<file path="src/design/tcgp_pkg.sv">
// tcgp_pkg: shared constants, codes and types of the table cell grid placer.
// No dependencies; imported by every module of the block but tcgp_ram.
`default_nettype none

package tcgp_pkg;

	// defaults for the top-level parameters
	localparam int MAX_COLUMNS_DEF = 32;
	localparam int ROW_WINDOW_DEF  = 16;

	// fixed field widths of the item and result beats
	localparam int OPCODE_W   = 1;
	localparam int CSPAN_W    = 6;
	localparam int RSPAN_W    = 8;
	localparam int COLIDX_W   = 5;
	localparam int ROWIDX_W   = 16;
	localparam int COLCNT_W   = 6;
	localparam int INHERIT_W  = 32;
	localparam int STATUS_W   = 2;

	localparam logic [ROWIDX_W-1:0] ROW_INDEX_MAX = '1;

	// opcodes
	localparam logic [OPCODE_W-1:0] OP_START_ROW = 1'b0;
	localparam logic [OPCODE_W-1:0] OP_PLACE     = 1'b1;

	// status codes
	localparam logic [STATUS_W-1:0] ST_OK      = 2'd0;
	localparam logic [STATUS_W-1:0] ST_NO_ROOM = 2'd1;
	localparam logic [STATUS_W-1:0] ST_CLAMPED = 2'd2;

	// flags from the run test unit
	typedef struct packed {
		logic fits;  // the run ends at or before the last column
		logic free;  // no column of the run is taken
	} run_flags_t;

endpackage

`default_nettype wire

</file>
<file path="src/design/tcgp_ram.sv">
// tcgp_ram: generic single-write, single-read RAM with registered read data.
// No dependencies.
`default_nettype none

module tcgp_ram #(
	parameter int WIDTH = 32,
	parameter int DEPTH = 16
) (
	input  wire logic                     clk,
	input  wire logic                     we,
	input  wire logic [$clog2(DEPTH)-1:0] waddr,
	input  wire logic [WIDTH-1:0]         wdata,
	input  wire logic                     re,
	input  wire logic [$clog2(DEPTH)-1:0] raddr,
	output logic      [WIDTH-1:0]         rdata
);

	logic [WIDTH-1:0] mem_q [DEPTH];

	always_ff @(posedge clk) begin
		if (we) begin
			mem_q[waddr] <= wdata;
		end
		if (re) begin
			rdata <= mem_q[raddr];
		end
	end

endmodule

`default_nettype wire

</file>
<file path="src/design/tcgp_run_unit.sv">
// tcgp_run_unit: shared shift-and-compare unit that tests one candidate run.
// Depends on tcgp_pkg for the flag struct and field widths.
`default_nettype none

module tcgp_run_unit
	import tcgp_pkg::*;
#(
	parameter int MAX_COLUMNS = MAX_COLUMNS_DEF
) (
	input  wire logic [MAX_COLUMNS-1:0]         cur,
	input  wire logic [MAX_COLUMNS-1:0]         span_mask,
	input  wire logic [$clog2(MAX_COLUMNS+1)-1:0] start,
	input  wire logic [CSPAN_W-1:0]             span,
	output logic      [MAX_COLUMNS-1:0]         run,
	output logic      [$clog2(MAX_COLUMNS+1)-1:0] run_end,
	output run_flags_t                          flags
);

	localparam int CW = $clog2(MAX_COLUMNS + 1);
	localparam int XW = ((CW > CSPAN_W) ? CW : CSPAN_W) + 1;

	logic [XW-1:0] end_sum;

	always_comb begin
		end_sum    = XW'(start) + XW'(span);
		run        = span_mask << start;
		run_end    = end_sum[CW-1:0];
		flags.fits = (end_sum <= XW'(MAX_COLUMNS));
		flags.free = ((cur & run) == '0);
	end

endmodule

`default_nettype wire

</file>
<file path="src/design/tcgp_ctrl.sv">
// tcgp_ctrl: sequencer, grid state and result register of the placer.
// Depends on tcgp_pkg, tcgp_ram and tcgp_run_unit.
`default_nettype none

module tcgp_ctrl
	import tcgp_pkg::*;
#(
	parameter int MAX_COLUMNS = MAX_COLUMNS_DEF,
	parameter int ROW_WINDOW  = ROW_WINDOW_DEF
) (
	input  wire logic                 clk,
	input  wire logic                 arst_n,
	input  wire logic                 in_valid,
	output logic                      in_ready,
	input  wire logic [OPCODE_W-1:0]  opcode,
	input  wire logic [CSPAN_W-1:0]   column_span,
	input  wire logic [RSPAN_W-1:0]   row_span,
	output logic                      out_valid,
	input  wire logic                 out_ready,
	output logic      [COLIDX_W-1:0]  column_index,
	output logic      [ROWIDX_W-1:0]  row_index,
	output logic      [COLCNT_W-1:0]  column_count,
	output logic      [INHERIT_W-1:0] inherited_columns,
	output logic      [STATUS_W-1:0]  status
);

	localparam int CW  = $clog2(MAX_COLUMNS + 1);
	localparam int HW  = $clog2(ROW_WINDOW);
	localparam int RCW = $clog2(ROW_WINDOW + 1);

	localparam logic [2:0] S_IDLE  = 3'd0;
	localparam logic [2:0] S_INH   = 3'd1;
	localparam logic [2:0] S_LOAD  = 3'd2;
	localparam logic [2:0] S_SCAN  = 3'd3;
	localparam logic [2:0] S_MARK  = 3'd4;
	localparam logic [2:0] S_DONE  = 3'd5;

	function automatic logic [HW-1:0] slot_inc(input logic [HW-1:0] a);
		return (a == HW'(ROW_WINDOW - 1)) ? '0 : a + 1'b1;
	endfunction

	logic [2:0]             state_q;
	logic [HW-1:0]          head_q;
	logic [CW-1:0]          cursor_q;
	logic [CW-1:0]          widest_q;
	logic [ROWIDX_W-1:0]    row_q;
	logic                   started_q;
	logic [ROW_WINDOW-1:0]  valid_q;

	logic [MAX_COLUMNS-1:0] cur_q;
	logic [MAX_COLUMNS-1:0] mask_q;
	logic [MAX_COLUMNS-1:0] run_q;
	logic [CSPAN_W-1:0]     span_q;
	logic [CW-1:0]          start_q;
	logic [RCW-1:0]         rows_q;
	logic                   clamp_q;
	logic                   found_q;
	logic [STATUS_W-1:0]    status_q;
	logic [MAX_COLUMNS-1:0] inh_q;

	logic [HW-1:0]          mk_addr_q;
	logic [HW-1:0]          wr_addr_q;
	logic                   pend_q;
	logic                   rvalid_q;

	logic                   out_valid_q;
	logic [COLIDX_W-1:0]    col_out_q;
	logic [ROWIDX_W-1:0]    row_out_q;
	logic [COLCNT_W-1:0]    cnt_out_q;
	logic [INHERIT_W-1:0]   inh_out_q;
	logic [STATUS_W-1:0]    st_out_q;

	logic                   accept;
	logic                   push;
	logic                   ram_we;
	logic                   ram_re;
	logic [HW-1:0]          ram_waddr;
	logic [HW-1:0]          ram_raddr;
	logic [MAX_COLUMNS-1:0] ram_wdata;
	logic [MAX_COLUMNS-1:0] ram_rdata;
	logic [MAX_COLUMNS-1:0] rd_eff;
	logic [MAX_COLUMNS-1:0] unit_run;
	logic [CW-1:0]          unit_end;
	run_flags_t             unit_flags;
	logic [CSPAN_W-1:0]     span_in;
	logic [RSPAN_W-1:0]     rows_in;
	logic                   clamp_in;
	logic [63:0]            start_ext;
	logic [63:0]            widest_ext;
	logic [63:0]            inh_ext;

	assign in_ready  = (state_q == S_IDLE);
	assign accept    = in_valid && in_ready;
	assign push      = (state_q == S_DONE) && (!out_valid_q || out_ready);
	assign rd_eff    = rvalid_q ? ram_rdata : '0;
	assign span_in   = (column_span == '0) ? CSPAN_W'(1) : column_span;
	assign rows_in   = (row_span == '0) ? RSPAN_W'(1) : row_span;
	assign clamp_in  = (rows_in > RSPAN_W'(ROW_WINDOW));

	assign start_ext  = 64'(start_q);
	assign widest_ext = 64'(widest_q);
	assign inh_ext    = 64'(inh_q);

	tcgp_ram #(
		.WIDTH(MAX_COLUMNS),
		.DEPTH(ROW_WINDOW)
	) u_window (
		.clk  (clk),
		.we   (ram_we),
		.waddr(ram_waddr),
		.wdata(ram_wdata),
		.re   (ram_re),
		.raddr(ram_raddr),
		.rdata(ram_rdata)
	);

	tcgp_run_unit #(
		.MAX_COLUMNS(MAX_COLUMNS)
	) u_run (
		.cur      (cur_q),
		.span_mask(mask_q),
		.start    (start_q),
		.span     (span_q),
		.run      (unit_run),
		.run_end  (unit_end),
		.flags    (unit_flags)
	);

	// window port control: one read and one write a cycle at most
	always_comb begin
		ram_re    = 1'b0;
		ram_raddr = head_q;
		ram_we    = 1'b0;
		ram_waddr = wr_addr_q;
		ram_wdata = rd_eff | run_q;
		if (accept) begin
			ram_re = 1'b1;
			if (opcode == OP_START_ROW && started_q) begin
				ram_raddr = slot_inc(head_q);
			end
		end else if (state_q == S_MARK) begin
			ram_re    = (rows_q != '0);
			ram_raddr = mk_addr_q;
			ram_we    = pend_q;
		end
	end

	always_ff @(posedge clk or negedge arst_n) begin
		if (!arst_n) begin
			state_q     <= S_IDLE;
			head_q      <= '0;
			cursor_q    <= '0;
			widest_q    <= '0;
			row_q       <= '0;
			started_q   <= 1'b0;
			valid_q     <= '0;
			pend_q      <= 1'b0;
			rvalid_q    <= 1'b0;
			out_valid_q <= 1'b0;
		end else begin
			if (ram_re) begin
				rvalid_q <= valid_q[ram_raddr];
			end
			if (ram_we) begin
				valid_q[ram_waddr] <= 1'b1;
			end
			if (push) begin
				out_valid_q <= 1'b1;
			end else if (out_valid_q && out_ready) begin
				out_valid_q <= 1'b0;
			end
			unique case (state_q)
				S_IDLE: begin
					if (accept) begin
						started_q <= 1'b1;
						if (opcode == OP_START_ROW) begin
							// retire the row left behind
							if (started_q) begin
								valid_q[head_q] <= 1'b0;
								head_q          <= slot_inc(head_q);
								if (row_q != ROW_INDEX_MAX) begin
									row_q <= row_q + 1'b1;
								end
							end
							cursor_q <= '0;
							state_q  <= S_INH;
						end else begin
							state_q <= S_LOAD;
						end
					end
				end
				S_INH: begin
					state_q <= S_DONE;
				end
				S_LOAD: begin
					state_q <= S_SCAN;
				end
				S_SCAN: begin
					if (!unit_flags.fits) begin
						state_q <= S_DONE;
					end else if (unit_flags.free) begin
						cursor_q <= unit_end;
						if (unit_end > widest_q) begin
							widest_q <= unit_end;
						end
						state_q <= S_MARK;
					end
				end
				S_MARK: begin
					if (rows_q != '0) begin
						pend_q <= 1'b1;
					end else begin
						pend_q <= 1'b0;
						if (pend_q) begin
							state_q <= S_DONE;
						end
					end
				end
				S_DONE: begin
					if (push) begin
						state_q <= S_IDLE;
					end
				end
				default: begin
					state_q <= S_IDLE;
				end
			endcase
		end
	end

	// datapath registers, no reset needed
	always_ff @(posedge clk) begin
		if (accept) begin
			found_q  <= 1'b0;
			inh_q    <= '0;
			start_q  <= cursor_q;
			span_q   <= span_in;
			mask_q   <= ~({MAX_COLUMNS{1'b1}} << span_in);
			clamp_q  <= clamp_in;
			rows_q   <= clamp_in ? RCW'(ROW_WINDOW) : RCW'(rows_in);
			status_q <= ST_OK;
		end
		case (state_q)
			S_INH: begin
				inh_q <= rd_eff;
			end
			S_LOAD: begin
				cur_q <= rd_eff;
			end
			S_SCAN: begin
				if (!unit_flags.fits) begin
					status_q <= ST_NO_ROOM;
				end else if (unit_flags.free) begin
					found_q   <= 1'b1;
					run_q     <= unit_run;
					mk_addr_q <= head_q;
					status_q  <= clamp_q ? ST_CLAMPED : ST_OK;
				end else begin
					start_q <= start_q + 1'b1;
				end
			end
			S_MARK: begin
				if (rows_q != '0) begin
					wr_addr_q <= mk_addr_q;
					mk_addr_q <= slot_inc(mk_addr_q);
					rows_q    <= rows_q - 1'b1;
				end
			end
			default: begin
			end
		endcase
		if (push) begin
			col_out_q <= found_q ? start_ext[COLIDX_W-1:0] : '0;
			row_out_q <= row_q;
			cnt_out_q <= widest_ext[COLCNT_W-1:0];
			inh_out_q <= inh_ext[INHERIT_W-1:0];
			st_out_q  <= status_q;
		end
	end

	assign out_valid         = out_valid_q;
	assign column_index      = col_out_q;
	assign row_index         = row_out_q;
	assign column_count      = cnt_out_q;
	assign inherited_columns = inh_out_q;
	assign status            = st_out_q;

endmodule

`default_nettype wire

</file>
<file path="src/design/table_cell_grid_placer.sv">
// table_cell_grid_placer: top level of the first-fit column grid placer.
// Depends on tcgp_pkg and tcgp_ctrl (which holds tcgp_ram and tcgp_run_unit).
//
//   channel | direction | handshake            | beat fields
//   --------+-----------+----------------------+-------------------------------------------
//   item    | in        | in_valid / in_ready  | opcode, column_span, row_span
//   result  | out       | out_valid / out_ready| column_index, row_index, column_count,
//           |           |                      | inherited_columns, status
//
// A start-row beat passes through S_INH and S_DONE, and its out_valid rises at the same edge
// at which in_ready returns. A place beat passes through S_LOAD, then S_SCAN, where the single
// shift-and-compare unit tries start columns in turn (the last try being the one that runs off
// the grid when there is no room), then S_MARK for the read-modify-write pass over the row window
// RAM when the cell lands, then S_DONE.
// Reset clears the control state and the per-row valid bits at once; no
// clearing pass is run. in_ready is high only while the sequencer idles;
// a result that waits for out_ready holds the next result in the sequencer.
`default_nettype none

module table_cell_grid_placer
	import tcgp_pkg::*;
#(
	parameter int MAX_COLUMNS = MAX_COLUMNS_DEF,
	parameter int ROW_WINDOW  = ROW_WINDOW_DEF
) (
	input  wire logic                 clk,
	input  wire logic                 arst_n,
	input  wire logic                 in_valid,
	output logic                      in_ready,
	input  wire logic [OPCODE_W-1:0]  opcode,
	input  wire logic [CSPAN_W-1:0]   column_span,
	input  wire logic [RSPAN_W-1:0]   row_span,
	output logic                      out_valid,
	input  wire logic                 out_ready,
	output logic      [COLIDX_W-1:0]  column_index,
	output logic      [ROWIDX_W-1:0]  row_index,
	output logic      [COLCNT_W-1:0]  column_count,
	output logic      [INHERIT_W-1:0] inherited_columns,
	output logic      [STATUS_W-1:0]  status
);

	// sequencer, window RAM and run unit live in the controller
	tcgp_ctrl #(
		.MAX_COLUMNS(MAX_COLUMNS),
		.ROW_WINDOW (ROW_WINDOW)
	) u_ctrl (
		.clk              (clk),
		.arst_n           (arst_n),
		.in_valid         (in_valid),
		.in_ready         (in_ready),
		.opcode           (opcode),
		.column_span      (column_span),
		.row_span         (row_span),
		.out_valid        (out_valid),
		.out_ready        (out_ready),
		.column_index     (column_index),
		.row_index        (row_index),
		.column_count     (column_count),
		.inherited_columns(inherited_columns),
		.status           (status)
	);

	// hold a waiting result beat steady until it is taken
	a_out_hold: assert property (@(posedge clk) disable iff (!arst_n)
		(out_valid && !out_ready) |=> (out_valid && $stable({column_index, row_index,
		column_count, inherited_columns, status})))
		else $error("result beat changed while waiting");

	// a cell with no room is reported at column zero
	a_no_room_col: assert property (@(posedge clk) disable iff (!arst_n)
		(out_valid && status == ST_NO_ROOM) |-> (column_index == '0))
		else $error("no-room result carries a column");

	// only the defined status codes leave the block
	a_status_code: assert property (@(posedge clk) disable iff (!arst_n)
		out_valid |-> (status == ST_OK || status == ST_NO_ROOM || status == ST_CLAMPED))
		else $error("undefined status code");

	// handshake outputs are always known out of reset
	a_known_hs: assert property (@(posedge clk) disable iff (!arst_n)
		!$isunknown({in_ready, out_valid}))
		else $error("handshake output unknown");

endmodule

`default_nettype wire
</file>
<file path="config.mk">
export PLATFORM = sky130hd
export DESIGN_NAME = table_cell_grid_placer
export DESIGN_NICKNAME = d
export VERILOG_FILES = /design/src/design/tcgp_pkg.sv /design/src/design/tcgp_ram.sv /design/src/design/tcgp_run_unit.sv /design/src/design/tcgp_ctrl.sv /design/src/design/table_cell_grid_placer.sv
export SDC_FILE = /design/constraint.sdc
export NUM_CORES = 1
export LEC_CHECK = 0
export BUFFER_PORTS_ARGS = -buffer_cell sky130_fd_sc_hd__buf_2
export CAP_MARGIN = 20
export CELL_PAD_IN_SITES_DETAIL_PLACEMENT = 1
export CELL_PAD_IN_SITES_GLOBAL_PLACEMENT = 2
export CORE_UTILIZATION = 39
export DETAILED_ROUTE_END_ITERATION = 10
export PLACE_DENSITY = 0.67
export SKIP_LAST_GASP = 1
export SLEW_MARGIN = 15
export SYNTH_ARGS = -nofsm -noshare
export SYNTH_HDL_FRONTEND = slang
export SYNTH_SLANG_ARGS = --single-unit
</file>
<file path="constraint.sdc">
create_clock -name clk -period 5.15 [get_ports clk]
set_input_delay 1.03 -clock clk [delete_from_list [all_inputs] [get_ports clk]]
set_output_delay 1.03 -clock clk [all_outputs]
set_load 0.03 [all_outputs]
</file>
==> results.md, run 1 <==
- Post-CTS setup buffers: 0
- Peak fanout along the critical path: 32
- I/O pin cnt: 82
- #FFs+latches synth: 816
- 1st-iter DRT viols: between 1500 and 2000
- Clock Tree Root: clkbuf_16
- WP data arrival: 5200 ps
- Setup slack after layout: 473.9 ps
- Switching power: 10.69 mW
- YS warnings: 0
- Max Root-Sink Buffers: 3
- Synthesized cell area: 34580 um2
- CTS clk-pin slew, worst paths: 60 ps
- Grt ovf: 0
- Cell variety after synth: 96
- Initial antenna violation count: 0
- Mapped Cells: 2534
- Layout cells sized above 1: 0.1469
- Peak VDD IR: 492.0 uV
- Core Rows: 108
- Max-slew violation count: 0
- Synth Area in Adders: 0.007816
- Power Total: 26.56 mW
- Slew @ Worst Pin: 1009 ps
- Worst Clk Skew: 23.25 ps
- First-pass GRT wire length: between 100000 and 150000 um
- Post-synth EDFFs: roughly 750
- Area share of the largest cell type after synthesis: 0.6488
- Startpoint type of the worst setup path: register
- Die Y-Extent: 299.8 um
- Final setup viols: 0
- TNS Setup: 0 ps
- CP endpoint kind: register
- Seq/Total Area, Yosys: 0.6967
- Period utilization: 0.9080
- GPL Wtd Cong: approximately 0.85
- Placed cell areas: between 30000 and 40000 um2
- DRC: 0
- Design area: 39430 um2
- ANT cells: 0
- Pre-CTS WS: about 540 ps
- H-Tree Depth: 3
- Top_reg_cell synth: edfxtp_1
- CTS tree: done
- DR vias: 21610
- Initial Util: 0.3961
- Crit path required time: 5670 ps
- Combinational share of power: 0.404
- # resized after CTS: 0
- Rel. slew slack: 0.3258
- Clock Latency Late Sink: roughly 650 ps
- Minimum clock period: 4676 ps
- Area delta synth->final: 14.04%
- Routed len/inst: 25.97 um
- Vias per inst: 5.623
- Asr flop ratio synth: 0.06740
- Num Clock Sinks: 816
- First-pass DRT Iterations: 5
- Die area: 89850 um2
- Worst Path Class, Setup: reg2reg
- Status: finished, final reports clean
- Switching Share: 0.4026
- Largest area contributor in the netlist: edfxtp_1
- Core footprint: 87290 um2
- Layout Nets: 2657
- Xor/xnor share of the synthesized area: 0.005066
- Commonest cells after routing, fill and taps aside: edfxtp_1, nand2_1, a211oi_1
- Syn Nets: 2574
- CTS Buf Count: 92
- Largest family of logic cells by synthesized area: compound AO/OA/AOI/OAI gates
- Clock power frac: 0.236
- Chip width: about 300 um
- Antenna-violating nets left: 0
- Maxcap violations: 0
- Int Power: 15.87 mW
- WHS: 420.2 ps
- Reg power frac: 0.360
- Leakage power total: 13.30 nW
- RSZ-0062 raised after global routing: false
- Port buffer count: 81
- Vias in the first global route: 22450
- Pwr/cell area: 673.5 nW/um2
- Compound-Gate Fraction of Synth Area: 0.1166
- Commonest non-fill, non-tap cell in the layout: edfxtp_1
- Hold Crit Class: reg2reg
- Hold buffers post-CTS: 0
- Post-synthesis mux area share: 0.03655
- Post-synthesis simple-gate area fraction: 0.1083
- Total GRT Usage: 0.2223
- Largest net degree at the start of global routing: 123
- Fmax: 213.9 MHz
- Post-DP HPWL: 61480 um
- Syn_area_per_cell: ~14 um2
- Final Hold Violating Endpoints: 0
- Largest cells by area after synthesis: edfxtp_1, nand2_1, dfrtp_1, a211oi_1, and2_1
- Routed WL: roughly 100000 um
-- registers in the layout, summed over array words and instances, names as in the netlist, 4 cells and up --
signal                    count
u_ctrl.row_q                 16
u_ctrl.span_q                 6
u_ctrl.column_index           5
u_ctrl.u_window.rdata        32
u_ctrl.widest_q               6
u_ctrl.ram_waddr              4
u_ctrl.mask_q                31
u_ctrl.u_window.mem_q       512
u_ctrl.cursor_q               6
u_ctrl.head_q                 4
u_ctrl.inh_q                 32
u_ctrl.inherited_columns     32
u_ctrl.start_q                6
u_ctrl.valid_q               16
u_ctrl.cur_q                 32
u_ctrl.column_count           6
u_ctrl.mk_addr_q              4
u_ctrl.rows_q                 5
u_ctrl.run_q                 32
u_ctrl.row_index             16
-- cells in the mapped netlist, types with 6 or more instances --
master and count:
nand4_1 8, ha_1 20, and2_1 144, nand2b_1 44, nand3_1 17, or2_2 7
nor3_1 16, mux2_2 27, dfrtp_1 55, o21ai_0 37, dfxtp_1 14, buf_1 10
clkbuf_1 139, edfxtp_1 747, mux2i_1 31, xnor2_1 17, a21oi_1 114, a22o_1 11
nor2b_1 9, o22ai_1 6, a22oi_1 14, inv_1 64, a31oi_1 77, nand2_1 369
mux4_2 26, nor2_1 117, a311oi_1 70, and3_1 10, a211oi_1 175, a21o_1 7
buf_6 7
-- metrics by stage --
stage	utilization	cells
finish	0.4517	3843
global route	0.4517	3843
CTS	0.4517	3843
detailed placement	0.4190	3678
global placement	0.4190	3678
floorplan	-	2534
-- critical path: stages (launching register included) --
cell      delay (ps)
dfxtp_2          820
buf_4            410
mux2i_1          550
mux4_2           360
mux2i_1          200
a32o_1           330
a311oi_1         360
and4_1           380
nand3_2          170
nor4_4           560
mux2_2           390
-- cell families (layout without fill, tap and decap cells) --
family | Yosys count | in the layout
flip-flops | 816 | 816
AND/OR/NAND/NOR | 782 | 782
AO/OA/AOI/OAI | 572 | 572
buffers and inverters | 234 | 388
multiplexers | 88 | 88
adder cells (fa/ha/maj) | 21 | 21
XOR/XNOR | 20 | 20
other | 1 | 1
-- power groups by stage --
stage,combinational (mW),sequential [mW],clock [mW]
detailed placement,10.8,9.67,0
global route,11.8,9.63,6.62
floorplan,6.91,9.61,0
global placement,10.6,9.65,0
finish,10.7,9.55,6.28
CTS,10.9,9.55,6.42
-- final timing paths --
| kind | start | endpoint | slack [ps] | depth (start not counted) |
|---|---|---|---|---|
| worst max-delay path | u_ctrl.start_q[1]$_DFF_P_ | u_ctrl.widest_q[2]$_DFFE_PN0P_ | 470 | 10 |
| worst min-delay path | u_ctrl.inh_q[7]$_SDFFCE_PN0P_ | u_ctrl.inherited_columns[7]$_DFFE_PP_ | 420 | 0 |
| worst max register to register | u_ctrl.start_q[1]$_DFF_P_ | u_ctrl.widest_q[2]$_DFFE_PN0P_ | 470 | 10 |
| worst min register to register | u_ctrl.inh_q[7]$_SDFFCE_PN0P_ | u_ctrl.inherited_columns[7]$_DFFE_PP_ | 420 | 0 |
| max in group asynchronous | arst_n | u_ctrl.widest_q[2]$_DFFE_PN0P_ | 4090 | 2 |
| min in group asynchronous | arst_n | u_ctrl.valid_q[8]$_DFF_PN0_ | 530 | 2 |
-- routing by layer --
layer | track usage | share of wire | up-vias
li1 | - | - | 9762
met1 | 0.3121 | 0.46 | 11260
met2 | 0.3628 | 0.48 | 433
met3 | 0.02861 | 0.039 | 152
met4 | 0.06353 | 0.027 | 0
met5 | 0 | 0 | -
-- final cells by class --
class	instances	area, um2
clock buffer	114	2416
clock inverter	51	436.7
fill	8871	47860
inverter	66	247.7
multi-input combinational	1484	9668
sequential	816	24090
tap	1155	1445
timing repair buffer	157	1126
(Power assumes the default switching activity.)
==> run 2: changes to the inputs <==
--- a/config.mk
+++ b/config.mk
@@ -9,6 +9,7 @@
 export CAP_MARGIN = 20
 export CELL_PAD_IN_SITES_DETAIL_PLACEMENT = 1
 export CELL_PAD_IN_SITES_GLOBAL_PLACEMENT = 2
+export CORE_ASPECT_RATIO = 1.75
 export CORE_UTILIZATION = 39
 export DETAILED_ROUTE_END_ITERATION = 10
 export PLACE_DENSITY = 0.67
==> results.md, run 2 (synthesis results as in run 1) <==
- Area delta synth->final: 13.07%
- Fmax: 216.9 MHz
- Port buffer count: 81
- First-pass GRT wire length: 153500 um
- First-pass DRT Iterations: 5
- Chip width: approximately 230 um
- Die Y-Extent: between 300 and 400 um
- Hold Crit Class: reg2reg
- Power Total: between 20 and 30 mW
- Worst Clk Skew: 18.39 ps
- Grt ovf: 0
- Max-slew violation count: 0
- CP endpoint kind: register
- Clock Tree Root: clkbuf_16
- Routed WL: 103700 um
- Worst Path Class, Setup: reg2reg
- WP data arrival: 5150 ps
- Commonest non-fill, non-tap cell in the layout: edfxtp_1
- Initial Util: 0.3932
- Max Root-Sink Buffers: 3
- Core Rows: about 140
- Die area: ~90000 um2
- Initial antenna violation count: 1
- Hold buffers post-CTS: 0
- I/O pin cnt: 82
- Final setup viols: 0
- Maxcap violations: 0
- CTS Buf Count: 77
- Peak VDD IR: 597.4 uV
- Peak fanout along the critical path: 36
- Busiest layer in global routing: met2
- Crit path required time: 5690 ps
- Final Hold Violating Endpoints: 0
- Met2 Usage GRT: 0.4227
- Placed cell areas: 36580 um2
- Core footprint: slightly below 90000 um2
- Antenna-violating nets left: 0
- RSZ-0062 raised after global routing: false
- Total GRT Usage: 0.2342
- Fill count: 8900
- Leakage power total: 13.11 nW
- Final core occ: 0.4446
- Vias in the first global route: 23180
- Rel. slew slack: 0.2598
- Commonest cells after routing, fill and taps aside: edfxtp_1, nand2_1, a211oi_1
- Met1 usage: 0.2679
- CTS clk-pin slew, worst paths: about 70 ps
- # resized after CTS: 0
- Pwr/cell area: 670.1 nW/um2
- Reg with most FFs: u_ctrl.u_window.mem_q
- Status: finished, final reports clean
- DRC: 0
- TNS Setup: 0 ps
- Slew @ Worst Pin: 1106 ps
- Layout Nets: 2643
- Post-DP HPWL: about 66000 um
- Num Clock Sinks: 816
- DR vias: 21700
- Routed len/inst: 27.10 um
- Post-CTS setup buffers: 0
- Met3 GRT Util: 0.02809
- Period utilization: 0.8952
- Largest net degree at the start of global routing: 133
- Startpoint type of the worst setup path: register
- GPL Wtd Cong: roughly 0.94
- Design area: 39090 um2
- Vias per inst: ~5.7
- Layout cells sized above 1: 0.1429
- Clock Latency Late Sink: 660 ps
- CTS tree: done
- Minimum clock period: between 4000 and 5000 ps
- H-Tree Depth: 3
- Number of flip-flops in the largest register: 512
- 1st-iter DRT viols: approximately 1300
==> run 2: area by class of cell <==
cell class / count / area, um2 / share of cell area
tap: 1168 / 1461 / 0.03738
antenna: 1 / 2.502 / 0.00006401
clock inverter: 41 / 496.7 / 0.01271
multi-input combinational: 1484 / 9663 / 0.2472
inverter: 66 / 247.7 / 0.006337
clock buffer: 94 / 2011 / 0.05143
timing repair buffer: 158 / 1121 / 0.02868
sequential: 816 / 24090 / 0.6162
==> run 2: metrics by stage <==
step | worst slack [ps] | hold slack (ps) | cells
CTS | 601.5 | 419.4 | 3827
floorplan | 422.0 | 400.3 | 2534
finish | 539.8 | 414.9 | 3828
global route | 280.6 | 424.1 | 3828
detailed placement | 626.0 | 405.7 | 3692
global placement | 728.1 | 402.8 | 3692
==> run 2: critical path, cell delays in order (launching register included) <==
cell and delay (ps):
dfxtp_2 890, buf_4 400, mux2i_1 480, mux4_2 330, mux2i_1 110, a32o_1 270, a311oi_1 470, and4_1 360
nand3_2 220, nor4_4 540, mux2_2 400
==> run 2: final timing paths <==
kind                                                     from                                    end  slack (ps)  depth (start not counted)
worst max-delay path                u_ctrl.start_q[1]$_DFF_P_         u_ctrl.widest_q[0]$_DFFE_PN0P_         540                         10
worst min-delay path            u_ctrl.inh_q[4]$_SDFFCE_PN0P_  u_ctrl.inherited_columns[4]$_DFFE_PP_         410                          0
worst max register to register      u_ctrl.start_q[1]$_DFF_P_         u_ctrl.widest_q[0]$_DFFE_PN0P_         540                         10
worst min register to register  u_ctrl.inh_q[4]$_SDFFCE_PN0P_  u_ctrl.inherited_columns[4]$_DFFE_PP_         410                          0
max in group asynchronous                              arst_n         u_ctrl.cursor_q[5]$_DFFE_PN0P_        4100                          2
min in group asynchronous                              arst_n            u_ctrl.row_q[7]$_DFFE_PN0P_         520                          2
==> run 2: power by group <==
part	total, mW	internal (mW)	switching (mW)
sequential	9.47	8.86	0.605
combinational	10.9	3.39	7.53
clock	5.81	3.29	2.52
total	26.2	15.5	10.7
==> run 2: routing by layer <==
metal	wire length [um]	share of wire
met3	3287	0.032
met4	5123	0.049
met1	40050	0.39
met5	0	0
met2	55280	0.53
==> run 3: changes to the inputs <==
--- a/config.mk
+++ b/config.mk
@@ -10,11 +10,12 @@
 export CELL_PAD_IN_SITES_DETAIL_PLACEMENT = 1
 export CELL_PAD_IN_SITES_GLOBAL_PLACEMENT = 2
 export CORE_ASPECT_RATIO = 1.75
+export CORE_MARGIN = 2
 export CORE_UTILIZATION = 39
 export DETAILED_ROUTE_END_ITERATION = 10
+export GPL_TIMING_DRIVEN = 0
 export PLACE_DENSITY = 0.67
 export SKIP_LAST_GASP = 1
-export SLEW_MARGIN = 15
 export SYNTH_ARGS = -nofsm -noshare
 export SYNTH_HDL_FRONTEND = slang
 export SYNTH_SLANG_ARGS = --single-unit
==> results.md, run 3 (synthesis results as in run 1) <==
- Final Non-Filler Cells: 3962
- I/O pin cnt: a little over 80
- Clock Tree Root: clkbuf_16
- Peak VDD IR: 364.8 uV
- Commonest cells after routing, fill and taps aside: edfxtp_1, nand2_1, a211oi_1
- Reg area: about 24000 um2
- CTS clk-pin slew, worst paths: 70 ps
- First-pass GRT wire length: 170600 um
- Core footprint: 87920 um2
- Design area: 39820 um2
- CP most frequent cell: clkbuf_1
- Max Root-Sink Buffers: 3
- Routed WL: 117300 um
- DR vias: ~22000
- Combinational share of power: 0.459
- Antenna-violating nets left: 0
- Routed len/inst: 29.61 um
- Total GRT Usage: 0.2597
- CP cell instances: clkbuf_1 > nor3_2 > nand2_1 > inv_6 > mux2i_1 > o221a_2 > clkbuf_1 > clkbuf_1 > a211oi_1 > a31oi_1 > a21oi_1 > a21oi_1
- Worst Clk Skew: 26.72 ps
- Period utilization: 0.9612
- Status: finished, final reports clean
- CP endpoint kind: register
- Maxcap violations: 0
- Number of flip-flops in the largest register: 512
- Pwr/cell area: 700.2 nW/um2
- Die area: 91150 um2
- 1st-iter DRT viols: roughly 1500
- Startpoint type of the worst setup path: register
- Crit path largest cell delay: between 700 and 800 ps
- Peak fanout along the critical path: 47
- Placed cell areas: 37230 um2
- CTS Buf Count: 79
- First-pass DRT Iterations: 5
- WP data arrival: around 5400 ps
- Area delta synth->final: 15.17%
- Commonest non-fill, non-tap cell in the layout: edfxtp_1
- Fill count: 8967
- Hold Crit Class: reg2reg
- Switching power: 12.36 mW
- Layout cells sized above 1: 0.1407
- R2r setup slk: 200 ps
- ANT cells: 0
- Max-slew violation count: 0
- Fmax: 202.0 MHz
- Crit path required time: around 5600 ps
- Leakage power total: 13.34 nW
- Initial Util: 0.3932
- Clock power frac: 0.208
- Placed Cells: 3819
- Rel. slew slack: 0.3232
- Pre-CTS WS: -1209 ps
- Setup slack after layout: 199.9 ps
- Clock Latency Late Sink: between 600 and 700 ps
- Initial antenna violation count: 1
- Worst Path Class, Setup: reg2reg
- Core Rows: ~140
- Post-DP HPWL: 88360 um
- H-Tree Depth: 3
- Chip width: 229.1 um
- Slew @ Worst Pin: 1015 ps
- Layout Nets: ~2800
- DRC: 0
- Multi-input logic area: 9654 um2
- Slowest cell on the critical path: clkbuf_1
- Minimum clock period: between 4000 and 5000 ps
- Final Hold Violating Endpoints: 0
- Grt ovf: 0
- Num Clock Sinks: 816
- Int Power: 15.52 mW
- Reg with most FFs: u_ctrl.u_window.mem_q
- Die Y-Extent: 397.9 um
- CTS tree: done
- Reg power frac: 0.334
- Final setup viols: 0
- Hold buffers post-CTS: 0
- Port buffer count: 78
- Vias per inst: 5.670
- RSZ-0062 raised after global routing: false
- Largest net degree at the start of global routing: between 60 and 70
- Switching Share: 0.4434
- Vias in the first global route: 24680
- GPL Wtd Cong: 0.9403
==> run 3: cell count changes in the layout (fill, tap and decap cells not counted), moves of 3 or more <==
cell / before / now
buf_1: 0 / 5
clkbuf_16: 77 / 80
buf_6: 0 / 23
clkinv_4: 3 / 0
clkbuf_2: 0 / 23
bufinv_16: 10 / 6
clkinv_2: 5 / 14
buf_4: 66 / 3
buf_8: 0 / 4
clkbuf_8: 2 / 8
buf_16: 0 / 9
clkbuf_1: 15 / 133
buf_2: 81 / 85
==> run 3: power by group through the flow <==
stage,registers (mW),clock network [mW],logic [mW]
finish,9.30,5.79,12.8
global route,9.39,6.13,13.6
CTS,9.31,5.92,12.9
detailed placement,9.44,0,12.8
global placement,9.46,0,12.3
floorplan,9.61,0,6.91
==> run 3: worst paths after layout <==
path,from,to,cells after the start
worst max register to register,u_ctrl.state_q[2]$_DFFE_PN0P_,u_ctrl.u_window.rdata[24]$_DFFE_PP_,12
max in group asynchronous,arst_n,u_ctrl.valid_q[8]$_DFF_PN0_,2
worst min-delay path,u_ctrl.inh_q[0]$_SDFFCE_PN0P_,u_ctrl.inherited_columns[0]$_DFFE_PP_,0
worst max-delay path,u_ctrl.state_q[2]$_DFFE_PN0P_,u_ctrl.u_window.rdata[24]$_DFFE_PP_,12
worst min register to register,u_ctrl.inh_q[0]$_SDFFCE_PN0P_,u_ctrl.inherited_columns[0]$_DFFE_PP_,0
min in group asynchronous,arst_n,u_ctrl.row_q[13]$_DFFE_PN0P_,1
==> run 3: metrics by stage <==
step	utilization	TNS, ps	hold WS [ps]	power [mW]
floorplan	-	0	400.3	16.53
global placement	0.4143	-542930	405.1	21.78
detailed placement	0.4234	-51310	408.1	22.20
CTS	0.4527	0	409.3	28.11
global route	0.4529	0	403.3	29.16
finish	0.4529	0	400.9	27.88
==> run 3: final cells by class <==
type                            count  area share
Timing Repair Buffer              118     0.02696
Tap cell                         1168     0.03670
Clock buffer                       99     0.05307
Sequential cell                   816      0.6049
Multi-Input combinational cell   1484      0.2424
Buffer                            168     0.01967
Clock inverter                     43    0.009897
Inverter                           66    0.006347
==> run 3: layer usage <==
metal  GRT usage  vias up  routed length (um)
met1      0.2591    11670               40100
met2      0.5202      555               67430
met3     0.02828      252                3572
li1            -     9988                   -
met5           0        -                   0
met4      0.1349        0                6226
==> run 3: worst max-delay path, delay by kind of cell (launching register included) <==
kind	cells	cell delay (ps)
muxes	1	460
DFF	1	370
and+or+nand+nor	2	540
AOI/OAI and AO/OA	5	1320
buffers and inverters	4	1970
==> run 3: what timing repair did <==
item	4_1_cts	5_1_grt
gates resized for setup	30	8
endpoints found under the setup margin	84	21
buffers inserted	1	0
pin swaps	1	0
